--- src/hw/rtl/aes_pkg.sv ---
`default_nettype none
package aes_pkg;

  localparam int NumRounds = 10;
  localparam logic [0:0] CfgKeyHigh = 1'b0;
  localparam logic [0:0] CfgKeyLow  = 1'b1;

  typedef logic [127:0] blk_t;

  // forward S-box
  function automatic logic [7:0] sbox(input logic [7:0] a);
    logic [7:0] t [256];
    t = '{
      8'h63,8'h7C,8'h77,8'h7B,8'hF2,8'h6B,8'h6F,8'hC5,8'h30,8'h01,8'h67,8'h2B,8'hFE,8'hD7,8'hAB,8'h76,
      8'hCA,8'h82,8'hC9,8'h7D,8'hFA,8'h59,8'h47,8'hF0,8'hAD,8'hD4,8'hA2,8'hAF,8'h9C,8'hA4,8'h72,8'hC0,
      8'hB7,8'hFD,8'h93,8'h26,8'h36,8'h3F,8'hF7,8'hCC,8'h34,8'hA5,8'hE5,8'hF1,8'h71,8'hD8,8'h31,8'h15,
      8'h04,8'hC7,8'h23,8'hC3,8'h18,8'h96,8'h05,8'h9A,8'h07,8'h12,8'h80,8'hE2,8'hEB,8'h27,8'hB2,8'h75,
      8'h09,8'h83,8'h2C,8'h1A,8'h1B,8'h6E,8'h5A,8'hA0,8'h52,8'h3B,8'hD6,8'hB3,8'h29,8'hE3,8'h2F,8'h84,
      8'h53,8'hD1,8'h00,8'hED,8'h20,8'hFC,8'hB1,8'h5B,8'h6A,8'hCB,8'hBE,8'h39,8'h4A,8'h4C,8'h58,8'hCF,
      8'hD0,8'hEF,8'hAA,8'hFB,8'h43,8'h4D,8'h33,8'h85,8'h45,8'hF9,8'h02,8'h7F,8'h50,8'h3C,8'h9F,8'hA8,
      8'h51,8'hA3,8'h40,8'h8F,8'h92,8'h9D,8'h38,8'hF5,8'hBC,8'hB6,8'hDA,8'h21,8'h10,8'hFF,8'hF3,8'hD2,
      8'hCD,8'h0C,8'h13,8'hEC,8'h5F,8'h97,8'h44,8'h17,8'hC4,8'hA7,8'h7E,8'h3D,8'h64,8'h5D,8'h19,8'h73,
      8'h60,8'h81,8'h4F,8'hDC,8'h22,8'h2A,8'h90,8'h88,8'h46,8'hEE,8'hB8,8'h14,8'hDE,8'h5E,8'h0B,8'hDB,
      8'hE0,8'h32,8'h3A,8'h0A,8'h49,8'h06,8'h24,8'h5C,8'hC2,8'hD3,8'hAC,8'h62,8'h91,8'h95,8'hE4,8'h79,
      8'hE7,8'hC8,8'h37,8'h6D,8'h8D,8'hD5,8'h4E,8'hA9,8'h6C,8'h56,8'hF4,8'hEA,8'h65,8'h7A,8'hAE,8'h08,
      8'hBA,8'h78,8'h25,8'h2E,8'h1C,8'hA6,8'hB4,8'hC6,8'hE8,8'hDD,8'h74,8'h1F,8'h4B,8'hBD,8'h8B,8'h8A,
      8'h70,8'h3E,8'hB5,8'h66,8'h48,8'h03,8'hF6,8'h0E,8'h61,8'h35,8'h57,8'hB9,8'h86,8'hC1,8'h1D,8'h9E,
      8'hE1,8'hF8,8'h98,8'h11,8'h69,8'hD9,8'h8E,8'h94,8'h9B,8'h1E,8'h87,8'hE9,8'hCE,8'h55,8'h28,8'hDF,
      8'h8C,8'hA1,8'h89,8'h0D,8'hBF,8'hE6,8'h42,8'h68,8'h41,8'h99,8'h2D,8'h0F,8'hB0,8'h54,8'hBB,8'h16
    };
    return t[a];
  endfunction

  function automatic logic [7:0] xtime(input logic [7:0] b);
    return {b[6:0], 1'b0} ^ (b[7] ? 8'h1b : 8'h00);
  endfunction

  // byte i of a block sits in bits 127-8i -: 8
  function automatic logic [7:0] byte_of(input blk_t s, input int i);
    return s[127 - 8 * i -: 8];
  endfunction

  // SubBytes and ShiftRows
  function automatic blk_t sub_shift(input blk_t s);
    blk_t t;
    for (int c = 0; c < 4; c++) begin
      for (int r = 0; r < 4; r++) begin
        t[127 - 8 * (4 * c + r) -: 8] = sbox(byte_of(s, 4 * ((c + r) % 4) + r));
      end
    end
    return t;
  endfunction

  function automatic blk_t mix_cols(input blk_t s);
    blk_t t;
    logic [7:0] a0, a1, a2, a3, al;
    for (int c = 0; c < 4; c++) begin
      a0 = byte_of(s, 4 * c);
      a1 = byte_of(s, 4 * c + 1);
      a2 = byte_of(s, 4 * c + 2);
      a3 = byte_of(s, 4 * c + 3);
      al = a0 ^ a1 ^ a2 ^ a3;
      t[127 - 32 * c -: 8] = a0 ^ al ^ xtime(a0 ^ a1);
      t[119 - 32 * c -: 8] = a1 ^ al ^ xtime(a1 ^ a2);
      t[111 - 32 * c -: 8] = a2 ^ al ^ xtime(a2 ^ a3);
      t[103 - 32 * c -: 8] = a3 ^ al ^ xtime(a3 ^ a0);
    end
    return t;
  endfunction

  // one step of the key schedule
  function automatic blk_t next_key(input blk_t k, input logic [7:0] rc);
    logic [31:0] w, w0, w1, w2, w3;
    w = {sbox(k[23:16]) ^ rc, sbox(k[15:8]), sbox(k[7:0]), sbox(k[31:24])};
    w0 = k[127:96] ^ w;
    w1 = k[95:64] ^ w0;
    w2 = k[63:32] ^ w1;
    w3 = k[31:0] ^ w2;
    return {w0, w1, w2, w3};
  endfunction

  function automatic logic [7:0] rcon(input int i);
    logic [7:0] r;
    r = 8'h01;
    for (int j = 1; j < NumRounds; j++) begin
      if (j <= i) r = xtime(r);
    end
    return r;
  endfunction

endpackage
`default_nettype wire

--- src/hw/rtl/aes_keys.sv ---
`default_nettype none
module aes_keys import aes_pkg::*; (
  input  wire logic clk,
  input  wire logic rst_n,
  input  wire logic cfg_valid,
  input  wire logic cfg_index,
  input  wire logic [63:0] cfg_data,
  output logic [127:0] key
);
  logic [63:0] key_high_r, key_low_r;

  // hold the cipher key; clear to zero on reset, then take writes
  always_ff @(posedge clk) begin
    if (!rst_n) begin
      key_high_r <= '0;
      key_low_r  <= '0;
    end else if (cfg_valid) begin
      unique case (cfg_index)
        CfgKeyHigh: key_high_r <= cfg_data;
        CfgKeyLow:  key_low_r  <= cfg_data;
        default: ;
      endcase
    end
  end

  assign key = {key_high_r, key_low_r};
endmodule
`default_nettype wire

--- config.mk ---
export PLATFORM = sky130hd
export DESIGN_NAME = aes_keys
export DESIGN_NICKNAME = d
export VERILOG_FILES = /design/src/hw/rtl/aes_pkg.sv /design/src/hw/rtl/aes_keys.sv
export SDC_FILE = /design/constraint.sdc
export NUM_CORES = 1
export LEC_CHECK = 0
export BUFFER_PORTS_ARGS = -buffer_cell sky130_fd_sc_hd__buf_2
export CAP_MARGIN = 30
export CORE_MARGIN = 4
export CORE_UTILIZATION = 50
export CTS_BUF_LIST = sky130_fd_sc_hd__clkbuf_4
export DETAILED_ROUTE_END_ITERATION = 12
export PLACE_DENSITY = 0.82
export SLEW_MARGIN = 20
export SYNTH_ARGS = -nofsm -noshare
export SYNTH_HDL_FRONTEND = slang
export SYNTH_SLANG_ARGS = --single-unit
--- constraint.sdc ---
create_clock -name clk -period 2.9 [get_ports clk]
set_clock_uncertainty 0.2 [all_clocks]
set_input_delay 0.58 -clock clk [delete_from_list [all_inputs] [get_ports clk]]
set_output_delay 0.58 -clock clk [all_outputs]
set_load 0.05 [all_outputs]
* After elaboration in Yosys (flattened, before gate mapping)
Cells that the tools add are included.
Widths: inputs -> output; s select.
** Storage, ports and cells
- Register bits :: 128
- Input bits :: 68
- Output and inout bits :: 128
- Logic and storage cells :: 5
** Operators by class
- Bitwise gates (word level) :: 1
- Reductions and logical operators :: 2
** Operators with widths (number)
- $reduce_and 2->1 :: 2
- $not 1->1 :: 1

* Logic depth before layout (Yosys ltp)
Gate-level depths: netlist of the first run.
- Depth in word-level cells :: 2
- Mapped depth :: 4
- Gate-level depth less buffers :: 2

* Worst setup path after synthesis of the first run
Ideal clock, no wire load.
- Path kind :: input to register
- From :: input port cfg_valid
- To :: register key_high_r[0]
- Library setup time :: 72 ps
- Arrival time :: 1217 ps
- Data required time :: 2628 ps
- Slack :: 1411 ps
- Stages on the path :: 4
- Path buffers :: 2
- Cell sequence :: nor2b_1 > buf_4 > buf_6 > mux2i_1
** On the way
- Cells in the longest elaborated chain, start to end :: 1
** Ends and longest elaborated chain
- start: declaration :: line aes_keys.sv:5 : input wire logic cfg_valid,
- $reduce_and 2->1 (no line)
- end signal: assignment :: line aes_keys.sv:19 : CfgKeyHigh: key_high_r <= cfg_data;
- end: declaration :: line aes_keys.sv:10 : logic [63:0] key_high_r, key_low_r;
Every way passes these cells.
A chain may end at the register's enable or synchronous reset.

* Worst setup path after layout of the first run
- From :: register key_low_r[63]
- To :: output port key[63]
** RTL lines
- start: declaration :: line aes_keys.sv:10
- start signal: assignment :: line aes_keys.sv:20 : CfgKeyLow: key_low_r <= cfg_data;
- end: declaration :: line aes_keys.sv:8 : output logic [127:0] key
No word-level cell between the ends.

==> out/summary.md, run 1 <==
The run finished with clean final reports. The number of H-tree levels was 4; the final period utilization was 66.0%. The share of the Yosys chip area taken by registers is 53.0%. The count of final hold-check violations came out at 0.

The path length in cells of the critical path came out at 1. The overall die area was 11300 sq um; the sequential cell area in the final layout was 2560 sq um. The reg2reg setup slack was 2.02 ns; the maximum number of pins on one net before global-route repair was 77. Top cell family by delay on the critical path: flip-flops. The maximum count of clock buffers along a single path is 2, and the maximum vdd ir drop is 414 uV.

Number of pins exceeding their max-slew limit in the final report: 0. The origin of the worst setup path is key_low_r[63]. The number of different library cells used by synthesis comes to 9. The count of fill cells added during filler insertion was 769. The root buffer selected by CTS was clkbuf_4.

After detailed routing, the number of remaining DRC violations is 0. The area growth from synthesis to layout was 26.1%; the maximum single-stage delay on the critical path was 0.37 ns. The count of antenna diodes in the layout came out at 0. The tools report the initial core utilization as 51.8%.

The run gives 4032 as the via count of the first global-routing pass. Before antenna repair, the detailed router went through 4 iterations. The post-route netlist has 34.0% of its cells at a drive strength greater than 1.

After clock tree synthesis, the flow added hold-fix buffers numbering 0. For met3 alone, demand over resource in global routing was 5.40%. The cell at the slowest stage of the critical path was dfxtp_1.

In the final layout, the multi-input gates occupy 2020 sq um. Dividing total power by cell area gives a power density of 627 nW/um^2. In the global route stage, met2 resource usage came out at 35.8%. The worst min-delay path category was primary input to register. For met1 alone, demand over resource in global routing was 21.1%. The routed via count was 3909. Routability-driven placement finished with a final weighted congestion of 0.795. The horizontal die dimension came out at 106 microns.

The wire length of the first global-routing pass was 18.3 mm. Yosys instantiated no cell more often than nand2_1. Summed over all layers, the global routing overflow is 0. The number of clock buffers added by TritonCTS is 17. The post-synthesis instance area is 4830 sq um. TritonCTS built the clock tree.

The final layout contains routed wiring with a total length of 11.3 mm. Traced cell by cell, the critical path runs through buf_2. The number of nets in the synthesized netlist is 553. The antenna violation net count after detailed routing came out at 0. After detailed placement, the design holds a cell count of 778. In this run the mean area of a mapped cell was 9.97 sq um. The area of all placed cells without fillers came out at 6100 sq um.

Counting instances, the worst hold path has a depth of 3. During placement, the flow inserted port buffers numbering 195. The worst setup path is captured at a primary output. The initial antenna violation count is 0, and the count of non-filler cells in the finished layout is 809.

The most common flop cell mapped by yosys is dfxtp_1. The commonest cells after synthesis are 192 x nand2_1, 128 x dfxtp_1, 128 x mux2i_1, 20 x buf_2, 13 x buf_6. Summing all placed instances gives a cell area of 5810 sq um. Setup repair after global routing left no endpoint under its margin.

Clock latency on the worst-skew pair, taken at its later pin, is 0.48 ns. Clock-pin slew was measured on the worst setup and hold paths at 0.11 ns. In this run the critical register-to-register path is launched from key_high_r[59].

The site row count is 35, and the slew of the pin with the lowest slew margin is 0.494 ns. Biggest area consumer among synthesized cells: dfxtp_1. After synthesis, the largest area contributor takes up 53.0% of total cell area. Of all nets on the critical path, the largest fanout is 2. The number of clock sinks is 128.

The final-layout setup total negative slack came out at 0 ns. The via density per instance is 4.83, and the flop and latch count out of synthesis is 128. For this design the static power due to leakage is 2.95 nW. For the HPWL after detailed placement, the log shows 8.12 mm.

Data on the critical path arrives at its endpoint at 1.13 ns. The layer flagged by global routing as most heavily used is met2. Timing would allow up to 523 MHz. In the final design database the tool counted 736 nets. Synthesis handed over a netlist of 485 instances. In this run, synthesis inferred 0 flip-flops with an integrated enable. The time the worst path needs with I/O delays and setup was 1.91 ns. In the post-synthesis netlist, the biggest area contributors are dfxtp_1 53%, mux2i_1 27%, nand2_1 15%, buf_6 3.0%, buf_2 2.1%. Max capacitance violation total: 0. Setup violations remaining at the end of the flow were counted as 0.

The capturing instance or port of the critical path is key[63]. After detailed routing, the average wire length per cell comes to 14.0 microns. The worst slew slack as a fraction of its limit was 67.1%; the number of resized instances in the post-cts repair step was 0.

The fraction of registers with async set/reset is 0%. In this run, the number of DRC markers left after iteration 0 of detailed routing was 151. The number of cells on the worst reg-to-reg path is 2. The sum of buffers and inverters on the critical path is 1, and the chip height is 106 microns. Hold timing on the final database bottoms out at a slack of 0.150 ns.

For the boundary pin count, the log shows 196. The Yosys step of the flow raised 0 warnings. STA classifies the critical path startpoint as a register. Endpoint required time on the critical path: 2.12 ns. After floorplanning, the core was sized to cover 9330 sq um.

In this run the post-CTS setup repair buffer count came out at 0. For this run, the total global-route usage over all layers was measured as 19.8%. The critical path in this run is classified as register to primary output. The worst flop-to-flop path endpoint was key_high_r[59].
## worst min path at each step
stage	end	slack, ns	from
global placement	key_high_r[34]	0.24	key_high_r[34]
CTS	key_low_r[61]	0.10	cfg_data[61]
floorplan	key_high_r[0]	0.47	key_high_r[0]
global route	key_low_r[56]	0.11	cfg_data[56]
detailed placement	key_low_r[43]	0.25	key_low_r[43]
finish	key_low_r[61]	0.15	cfg_data[61]
## metal layers
| layer | part of all wire [%] | vias up |
|---|---|---|
| met5 | 0 | - |
| met4 | 2.9 | 0 |
| met3 | 5.9 | 29 |
| met2 | 52 | 125 |
| met1 | 39 | 1803 |
| li1 | - | 1952 |
## cells by family (layout without fill, tap and decap cells)
logic type             after synthesis  after routing  synth area share [%]
buffers and inverters               35            230                  5.33
AND/OR/NAND/NOR                    194            194                  15.2
flip-flops                         128            128                  53.0
multiplexers                       128            128                  26.5
## stage by stage
step | power, W | utilization, % | setup slack (ns)
6_report | 0.00383 | 65.4 | 0.987
5_1_grt | 0.00400 | 65.4 | 0.908
4_1_cts | 0.00387 | 65.4 | 0.945
3_5_place_dp | 0.00263 | 62.3 | 0.864
3_3_place_gp | 0.00262 | 62.3 | 0.916
2_1_floorplan | 0.00246 | - | 1.41
## layout by cell type (no fill, tap or decap)
cell / netlist / routed
and2_4: 0 / 1
buf_12: 0 / 4
buf_2: 20 / 194
buf_4: 1 / 1
bufinv_16: 0 / 3
clkbuf_4: 0 / 20
clkinv_1: 0 / 1
clkinv_2: 0 / 3
clkinv_4: 0 / 2
clkinvlp_4: 0 / 2
dfxtp_1: 128 / 128
mux2i_1: 128 / 128
nand2_1: 192 / 192
nor2b_4: 0 / 1
## power breakdown
group	switching [W]	internal, W	leakage (nW)
logic	0.000508	0.000187	1.75
registers	0.0000475	0.00185	1.05
clock network	0.000617	0.000618	0.156
## flip-flops by register name, indices dropped and copies added (netlist names)
signal / cells
key_high_r: 64
key_low_r: 64
## cell type report
cell class / count / share of cell area (%)
sequential: 128 / 42.0
multi-input combinational: 322 / 33.2
timing repair buffer: 199 / 17.4
tap: 129 / 2.65
clock buffer: 20 / 2.46
clock inverter: 11 / 2.32
(Power assumes the default switching activity.)
==> run 2: changes to the inputs <==
Settings changed: ABC_AREA set to 1, CORE_UTILIZATION 50 to 45, PLACE_DENSITY 0.82 to 0.78.
Clock period 2.9 ns to 1.63 ns, I/O delays scaled along.
==> out/summary.md, run 2 <==
The run finished, with violations left. The checks that failed: negative setup slack. The initial detailed-routing violation count is 517 (was 151), and the register area share after synthesis is 51.5% (was 53.0%). The number of endpoints failing setup at the final stage is 2 (was 0), and the initial antenna violation count is 0 (unchanged).

Antenna violation net count after detailed routing: 0 (unchanged). The via density per instance is 5.08 (was 4.83). The portion of netlist area occupied by mux cells came out at 0% (was 26.5%). Most area-consuming cells after synthesis: dfxtp_1 52%, nor2_1 14%, a21oi_1 6.4%, nand3_1 6.4%, o21ai_0 6.4% (was dfxtp_1 53%, mux2i_1 27%, nand2_1 15%, buf_6 3.0%, buf_2 2.1%). For the reg2reg setup slack, the log shows 0.74 ns (was 2.02 ns). Main combinational cell family by area after synthesis: simple AND/OR/NAND/NOR gates (was multiplexers). Sort of element at the end of the critical path: a register (was a primary output).

For the post-route worst setup slack, the log shows -0.159 ns (was 0.987 ns). The logs give 2670 sq um (was 2560 sq um) for the sequential cell area in the final layout and 79 (was 77) for the maximum number of pins on one net before global-route repair. The worst hold slack was 0.183 ns (was 0.150 ns); the total power per unit cell area was 1020 nW/um^2 (was 627 nW/um^2). Post-placement cell count: 992 (was 778). For the post-placement cell area, the log shows 6120 sq um (was 5810 sq um). The multi-input combinational cell area was 1940 sq um (was 2020 sq um). The share of synthesized cell area in full adder, half adder and majority cells is 0% (unchanged). For the count of final hold-check violations, the log shows 0 (unchanged). The maximum net fanout on the critical path is 2 (unchanged).

The area growth from synthesis to layout came out at 63.4% (was 26.1%). The root buffer selected by CTS is clkbuf_4 (unchanged). The fraction of post-synthesis cell area in the top cell type by area works out to 51.5% (was 53.0%).

The tools report the post-synthesis instance area as 4970 sq um (was 4830 sq um). The compound-cell area share of the yosys netlist works out to 12.9% (was 0%). The slew of the pin with the lowest slew margin was 0.404 ns (was 0.494 ns); the mean instance size in the synthesized netlist was 7.13 sq um (was 9.97 sq um). The tools report the net count of the mapped netlist as 765 (was 553).

Top cell family by delay on the critical path: buffers and inverters (was flip-flops). The logs give 0.00276 W (was 0.00117 W) for the net switching power of the design and 0 (unchanged) for the DRC violations left. The cell leakage power was 3.87 nW (was 2.95 nW). The leading cell type in the layout, fill and taps excluded was nor2_1 (was buf_2).

The run gives 734 (was 769) as the count of fill cells added during filler insertion. Category of the most critical setup path: primary input to register (was register to primary output). The placeable core region is 10800 sq um (was 9330 sq um), and the max capacitance violation total is 0 (unchanged). The logs give 0 (unchanged) for the number of pins exceeding their max-slew limit in the final report and 17.5 mm (was 11.3 mm) for the total routed wirelength.

The most common flop cell mapped by yosys is dfxtp_1 (unchanged). The post-synthesis cell type count is 12 (was 9). The number of nets at the end of the flow was 1012 (was 736). The maximum vdd ir drop came out at 589 uV (was 414 uV). For the number of clock sinks, the log shows 128 (unchanged). The run gives 0.00832 W (was 0.00383 W) as the power after layout. The sum of buffers and inverters on the critical path was 3 (was 1). The maximum single-stage delay on the critical path was 0.63 ns (was 0.37 ns). The count of TritonRoute iterations in the first routing pass came out at 6 (was 4). Flop and latch count out of synthesis: 128 (unchanged).

The critical path launch point type is a primary input (was a register). The tools report the portion of total power attributed to the clock network as 31.9% (was 32.3%). Number of H-tree levels: 4 (unchanged).

For the boundary pin count, the log shows 196 (unchanged). The run gives 17 (unchanged) as the number of buffers created by CTS. Final period utilization: 110%. The post-synthesis xor/xnor area fraction came out at 0% (unchanged). The number of enable flip-flop cells after synthesis is 0 (unchanged), and the fraction of registers with async set/reset is 0% (unchanged).

The horizontal die dimension came out at 113 microns (was 106 microns). Post-synth top cells: 192 x nor2_1, 128 x dfxtp_1, 65 x inv_1, 65 x nand2_1 (was 192 x nand2_1, 128 x dfxtp_1, 128 x mux2i_1, 20 x buf_2, 13 x buf_6). The number of buffers inserted by port buffering works out to 195 (unchanged). The run gives 24.3% (was 19.8%) as the total track usage.

The area of all placed cells without fillers was 8120 sq um (was 6100 sq um). The most instantiated library cell after synthesis was nor2_1 (was nand2_1). The logs give 0.810 (was 0.795) for the global placer's final weighted congestion and 1.82 ns (was 2.12 ns) for the endpoint required time on the critical path. The clock slew seen by the registers of the worst setup and hold paths came out at 0.13 ns (was 0.11 ns). Top library cells by usage in the layout, fill and taps aside: 192 x nor2_1, 118 x buf_6, 88 x dfxtp_2 (was 194 x buf_2, 192 x nand2_1, 128 x mux2i_1, 128 x dfxtp_1, 20 x clkbuf_4). Setup repair after global routing could not meet its margin everywhere.

Worst min-delay path category: primary input to register (unchanged). Synthesized-area fraction occupied by and/or/nand/nor cells: 26.1% (was 15.2%). Biggest area consumer among synthesized cells: dfxtp_1 (unchanged).

The ratio of cells with drive above 1 in the final layout came out at 34.6% (was 34.0%). Largest registers: key_high_r: 64 flops, key_low_r: 64 flops (unchanged). For the cell internal power dissipation, the log shows 0.00556 W (was 0.00265 W). TritonCTS built the clock tree. Ordered cell list for the critical path: dlygate4sd3_1 -> buf_2 -> o21ai_0 -> dlygate4sd3_1 -> nor2_1 (was buf_2). The cell at the slowest stage of the critical path was dlygate4sd3_1 (was dfxtp_1). The HPWL after detailed placement came out at 8.88 mm (was 8.12 mm). The post-detailed-route wirelength per cell was 15.9 microns (was 14.0 microns). Via count of the first global-routing pass: 5184 (was 4032). The overall die area is 12800 sq um (was 11300 sq um).

The logs give 25.3 mm (was 18.3 mm) for the wire length of the first global-routing pass and 0 (unchanged) for the synthesis warning total. The time the worst path needs with I/O delays and setup is 1.79 ns, and the count of non-filler cells in the finished layout is 1096 (was 809). The tools report the maximum count of clock buffers along a single path as 2 (unchanged). The sequential power share was 42.4% (was 49.6%); the critical path data arrival time was 1.98 ns (was 1.13 ns). Total overflow reported by the global router: 0 (unchanged).

Most common cell type on the critical path: dlygate4sd3_1. The site row count was 38 (was 35). The logs give 0 (unchanged) for the count of antenna diodes in the layout and 25.7% (was 18.2%) for the share of total power in combinational logic. The chip height works out to 113 microns (was 106 microns).

The initial core utilization was 45.9% (was 51.8%); the synthesized instance count was 697 (was 485). The tools report the latest clock arrival within the worst-skew pair as 0.50 ns (was 0.48 ns). The switching share of power works out to 33.2% (was 30.6%). The timing-limited maximum frequency is 559 MHz, and the worst slew slack as a fraction of its limit is 73.1% (was 67.1%). The tools report the routed via count as 5563 (was 3909).
## run 2: cell types whose count changed after synthesis, sizes merged, moves of 3 or more
| cell | delta |
|---|---|
| clkbuf | +21 |
| buf | -3 |
| o21ai | +64 |
| nand2 | -127 |
| a21oi | +64 |
| mux2i | -128 |
| inv | +66 |
| nor2 | +193 |
| nand3 | +64 |
## run 2: final timing paths
path,cells past startpoint,end,from
setup / recovery,5,key_low_r[14],cfg_data[14]
hold / removal,4,key_low_r[27],cfg_valid
setup reg to reg,2,key_low_r[14],key_low_r[14]
hold reg to reg,2,key_high_r[9],key_high_r[9]
## run 2: power by group through the flow
stage / registers, W / clock network (W) / logic [W]
4_1_cts: 0.00347 / 0.00268 / 0.00200
2_1_floorplan: 0.00423 / 0 / 0.000496
3_5_place_dp: 0.00351 / 0 / 0.00168
6_report: 0.00353 / 0.00265 / 0.00214
5_1_grt: 0.00355 / 0.00284 / 0.00226
3_3_place_gp: 0.00350 / 0 / 0.00168
## run 2: worst register-to-register path: stages (launching register included)
cell	delay (ns)
dfxtp_1	0.35
a21oi_1	0.16
nor2_1	0.08
## run 2: routing by layer
layer	share of wire [%]	vias to the layer above	global-route usage, %
met5	0	-	0
met4	2.6	0	9.38
met3	8.2	41	8.24
met2	51	253	41.0
met1	38	2577	28.5
li1	-	2692	-
## run 2: layout make-up
type	instances	area share, %
timing repair buffer	281	33.8
clock buffer	18	1.66
clock inverter	13	2.60
tap	140	2.16
inverter	66	3.05
multi-input combinational	450	23.9
sequential	128	32.9
## run 2: repair_timing
action,in CTS,in global routing
setup buffers,0,2
hold buffers,71,0
endpoints found under the setup margin,128,121
hold endpoints to repair,128,0
pin swaps,0,0
gates cloned,0,0
resized for setup,196,155
## run 2: cells by family after synthesis
kind of cell	after synthesis
AOI/OAI and AO/OA	128
DFF	128
buffers and inverters	119
and+or+nand+nor	322
## run 2: stage by stage
step	setup TNS (ns)	worst slack (ns)	util, %
floorplan	0	0.369	-
global placement	0	0.241	56.4
detailed placement	0	0.205	56.4
CTS	0	0.0000114	71.3
global route	-0.268	-0.130	74.9
finish	-0.185	-0.159	74.9
==> run 3: changes to the inputs <==
Settings changed: CELL_PAD_IN_SITES_DETAIL_PLACEMENT set to 2, CELL_PAD_IN_SITES_GLOBAL_PLACEMENT set to 2, CORE_UTILIZATION 45 to 24, PLACE_DENSITY 0.78 to unset, PLACE_DENSITY_LB_ADDON set to 0.1.
==> out/summary.md, run 3 (same netlist as run 2, synthesis figures left out) <==
The clock slew seen by the registers of the worst setup and hold paths was 0.13 ns (about the same); the cell depth of the worst min-delay path was 4 (unchanged). The path length in cells of the critical path came out at 1 (was 5). The worst slew slack as a fraction of its limit was 77.4% (was 73.1%); the final period utilization was 97.9% (was 110%). The logs give 4 (was 6) for the count of TritonRoute iterations in the first routing pass and 8.79 mm (was 6.68 mm) for the met1 routed wirelength after detailed routing. Setup repair after global routing could not meet its margin everywhere. The endpoint required time on the critical path was 1.10 ns (was 1.82 ns); the latest clock arrival within the worst-skew pair was 0.51 ns (was 0.50 ns).

The tools report the global placer's final weighted congestion as 0.755 (was 0.810). The placeable core region is 20300 sq um (was 10800 sq um). Via density per instance: 4.47 (was 5.08). The category of the most critical setup path is register to primary output (was primary input to register). Uppermost metal layer occupied by signal nets: met4 (unchanged). The run gives 1123 (was 992) as the post-placement cell count. Cell at the slowest stage of the critical path: dfxtp_4 (was dlygate4sd3_1).

The maximum net fanout on the critical path was 2 (unchanged). The sum of buffers and inverters on the critical path works out to 1 (was 3). The run finished with clean final reports. The final-layout setup total negative slack is 0 ns (was -0.185 ns), and the total overflow reported by the global router is 0 (unchanged).

Largest registers: key_high_r: 64 flops, key_low_r: 64 flops (unchanged). For the count of fill cells added during filler insertion, the log shows 2283 (was 734). The time the worst path needs with I/O delays and setup is 1.60 ns (was 1.79 ns). The number of buffers inserted by port buffering was 195 (unchanged). The cell leakage power is 3.99 nW (was 3.87 nW). The antenna violation net count after detailed routing is 0 (unchanged), and the met2 wire length is 11.0 mm (was 8.91 mm). The worst flop-to-flop path endpoint is key_low_r[55] (was key_low_r[14]). The number of endpoints failing setup at the final stage is 0 (was 2), and the total power per unit cell area is 899 nW/um^2 (was 1020 nW/um^2).

Routed via count: 5501 (was 5563). The HPWL after detailed placement was 13.2 mm (was 8.88 mm); the maximum count of clock buffers along a single path was 2 (unchanged). The wire length of the first global-routing pass was 33.2 mm (was 25.3 mm); the critical path data arrival time was 1.07 ns (was 1.98 ns). The number of nets at the end of the flow was 1018 (was 1012); the number of buffers created by CTS was 17 (unchanged). Critical path launch point type: a register (was a primary input).

The DRC violations left is 0 (unchanged). The origin of the worst setup path is key_high_r[57] (was cfg_data[14]). Slew of the pin with the lowest slew margin: 0.339 ns (was 0.404 ns). The top cell family by delay on the critical path is flip-flops (was buffers and inverters). The initial detailed-routing violation count was 172 (was 517); the overall die area was 23100 sq um (was 12800 sq um). Reg2reg setup slack: 0.53 ns (was 0.74 ns). Worst reg2reg path startpoint: key_low_r[55] (was key_low_r[14]). The tools report the sequential cell area in the final layout as 2730 sq um (was 2670 sq um). The total length of routed met3 wires was 1.09 mm (was 1.42 mm); the initial core utilization was 24.5% (was 45.9%). Total routed wirelength: 21.2 mm (was 17.5 mm). Number of pins exceeding their max-slew limit in the final report: 0 (unchanged). TritonCTS built the clock tree.

The area growth from synthesis to layout works out to 73.9% (was 63.4%). The worst min-delay path category was primary input to register (unchanged). The post-detailed-route wirelength per cell is 17.2 microns (was 15.9 microns), and the worst setup slack after placement is 0.194 ns (was 0.205 ns). The count of non-filler cells in the finished layout is 1232 (was 1096). The chip height came out at 152 microns (was 113 microns). The total track usage was 17.8% (was 24.3%); the maximum vdd ir drop was 344 uV (was 589 uV).

The number of H-tree levels is 4 (unchanged). The area of all placed cells without fillers was 8640 sq um (was 8120 sq um); the timing-limited maximum frequency was 627 MHz (was 559 MHz). The initial antenna violation count came out at 2 (was 0). Root buffer selected by CTS: clkbuf_4 (unchanged). For the via count of the first global-routing pass, the log shows 6119 (was 5184). The logs give 128 (unchanged) for the number of clock sinks and 0.0345 ns (was -0.159 ns) for the post-route worst setup slack. Post-placement cell area: 6270 sq um (was 6120 sq um). Top library cells by usage in the layout, fill and taps aside: 192 x nor2_1, 124 x dfxtp_2, 114 x buf_8 (was 192 x nor2_1, 118 x buf_6, 88 x dfxtp_2). The logs give 52 (was 38) for the site row count and 0 (unchanged) for the count of final hold-check violations.

The tools report the capturing instance or port of the critical path as key[121] (was key_low_r[14]). The max capacitance violation total came out at 0 (unchanged). Ordered cell list for the critical path: buf_8 (was dlygate4sd3_1 -> buf_2 -> o21ai_0 -> dlygate4sd3_1 -> nor2_1). Maximum number of pins on one net before global-route repair: 65 (was 79). Sort of element at the end of the critical path: a primary output (was a register). The multi-input combinational cell area was 1940 sq um (unchanged); the maximum single-stage delay on the critical path was 0.39 ns (was 0.63 ns). The cell depth of the worst flop-to-flop path is 4 (was 2), and the horizontal die dimension is 152 microns (was 113 microns). The ratio of cells with drive above 1 in the final layout was 39.4% (was 34.6%). The boundary pin count came out at 196 (unchanged). The leading cell type in the layout, fill and taps excluded is nor2_1 (unchanged).
## run 3: repair_timing
item                                   in CTS  in global routing
gates resized for setup                   435                 67
setup buffers                               3                  9
endpoints found under the hold margin     128                  0
hold buffers                               66                  0
pin swaps                                   0                  0
setup endpoints to repair                 128                119
## run 3: worst min-delay path by stage
| stage | to | from |
|---|---|---|
| 2_1_floorplan | key_low_r[0] | cfg_data[0] |
| 3_3_place_gp | key_low_r[23] | key_low_r[23] |
| 3_5_place_dp | key_low_r[40] | key_low_r[40] |
| 4_1_cts | key_low_r[44] | cfg_valid |
| 5_1_grt | key_low_r[34] | cfg_valid |
| 6_report | key_low_r[23] | cfg_valid |
## run 3: area by class of cell
type / instances / area share [%]
repair buffers: 287 / 36.6
flip-flops and latches: 128 / 31.6
multi-input cells: 450 / 22.4
well taps: 270 / 3.91
inverters: 66 / 2.87
clock buffers: 19 / 1.65
clock inverters: 10 / 0.854
diodes: 2 / 0.0579
## run 3: metrics by stage
step | utilization, % | power (W) | hold WS, ns
4_1_cts | 41.0 | 0.00773 | 0.119
6_report | 42.6 | 0.00777 | 0.186
3_3_place_gp | 30.9 | 0.00523 | 0.256
5_1_grt | 42.6 | 0.00819 | 0.135
2_1_floorplan | - | 0.00473 | 0.293
3_5_place_dp | 30.9 | 0.00528 | 0.263
## run 3: report_power, final
part           total, W  internal (W)  switching, W
clock network   0.00189      0.000736       0.00116
logic           0.00230      0.000941       0.00136
registers       0.00357       0.00338      0.000194
## run 3: per-layer routing
layer	up-vias	GRT usage (%)
met1	2666	20.4
met3	16	5.46
met4	0	5.31
met2	126	31.7
li1	2693	-
met5	-	0
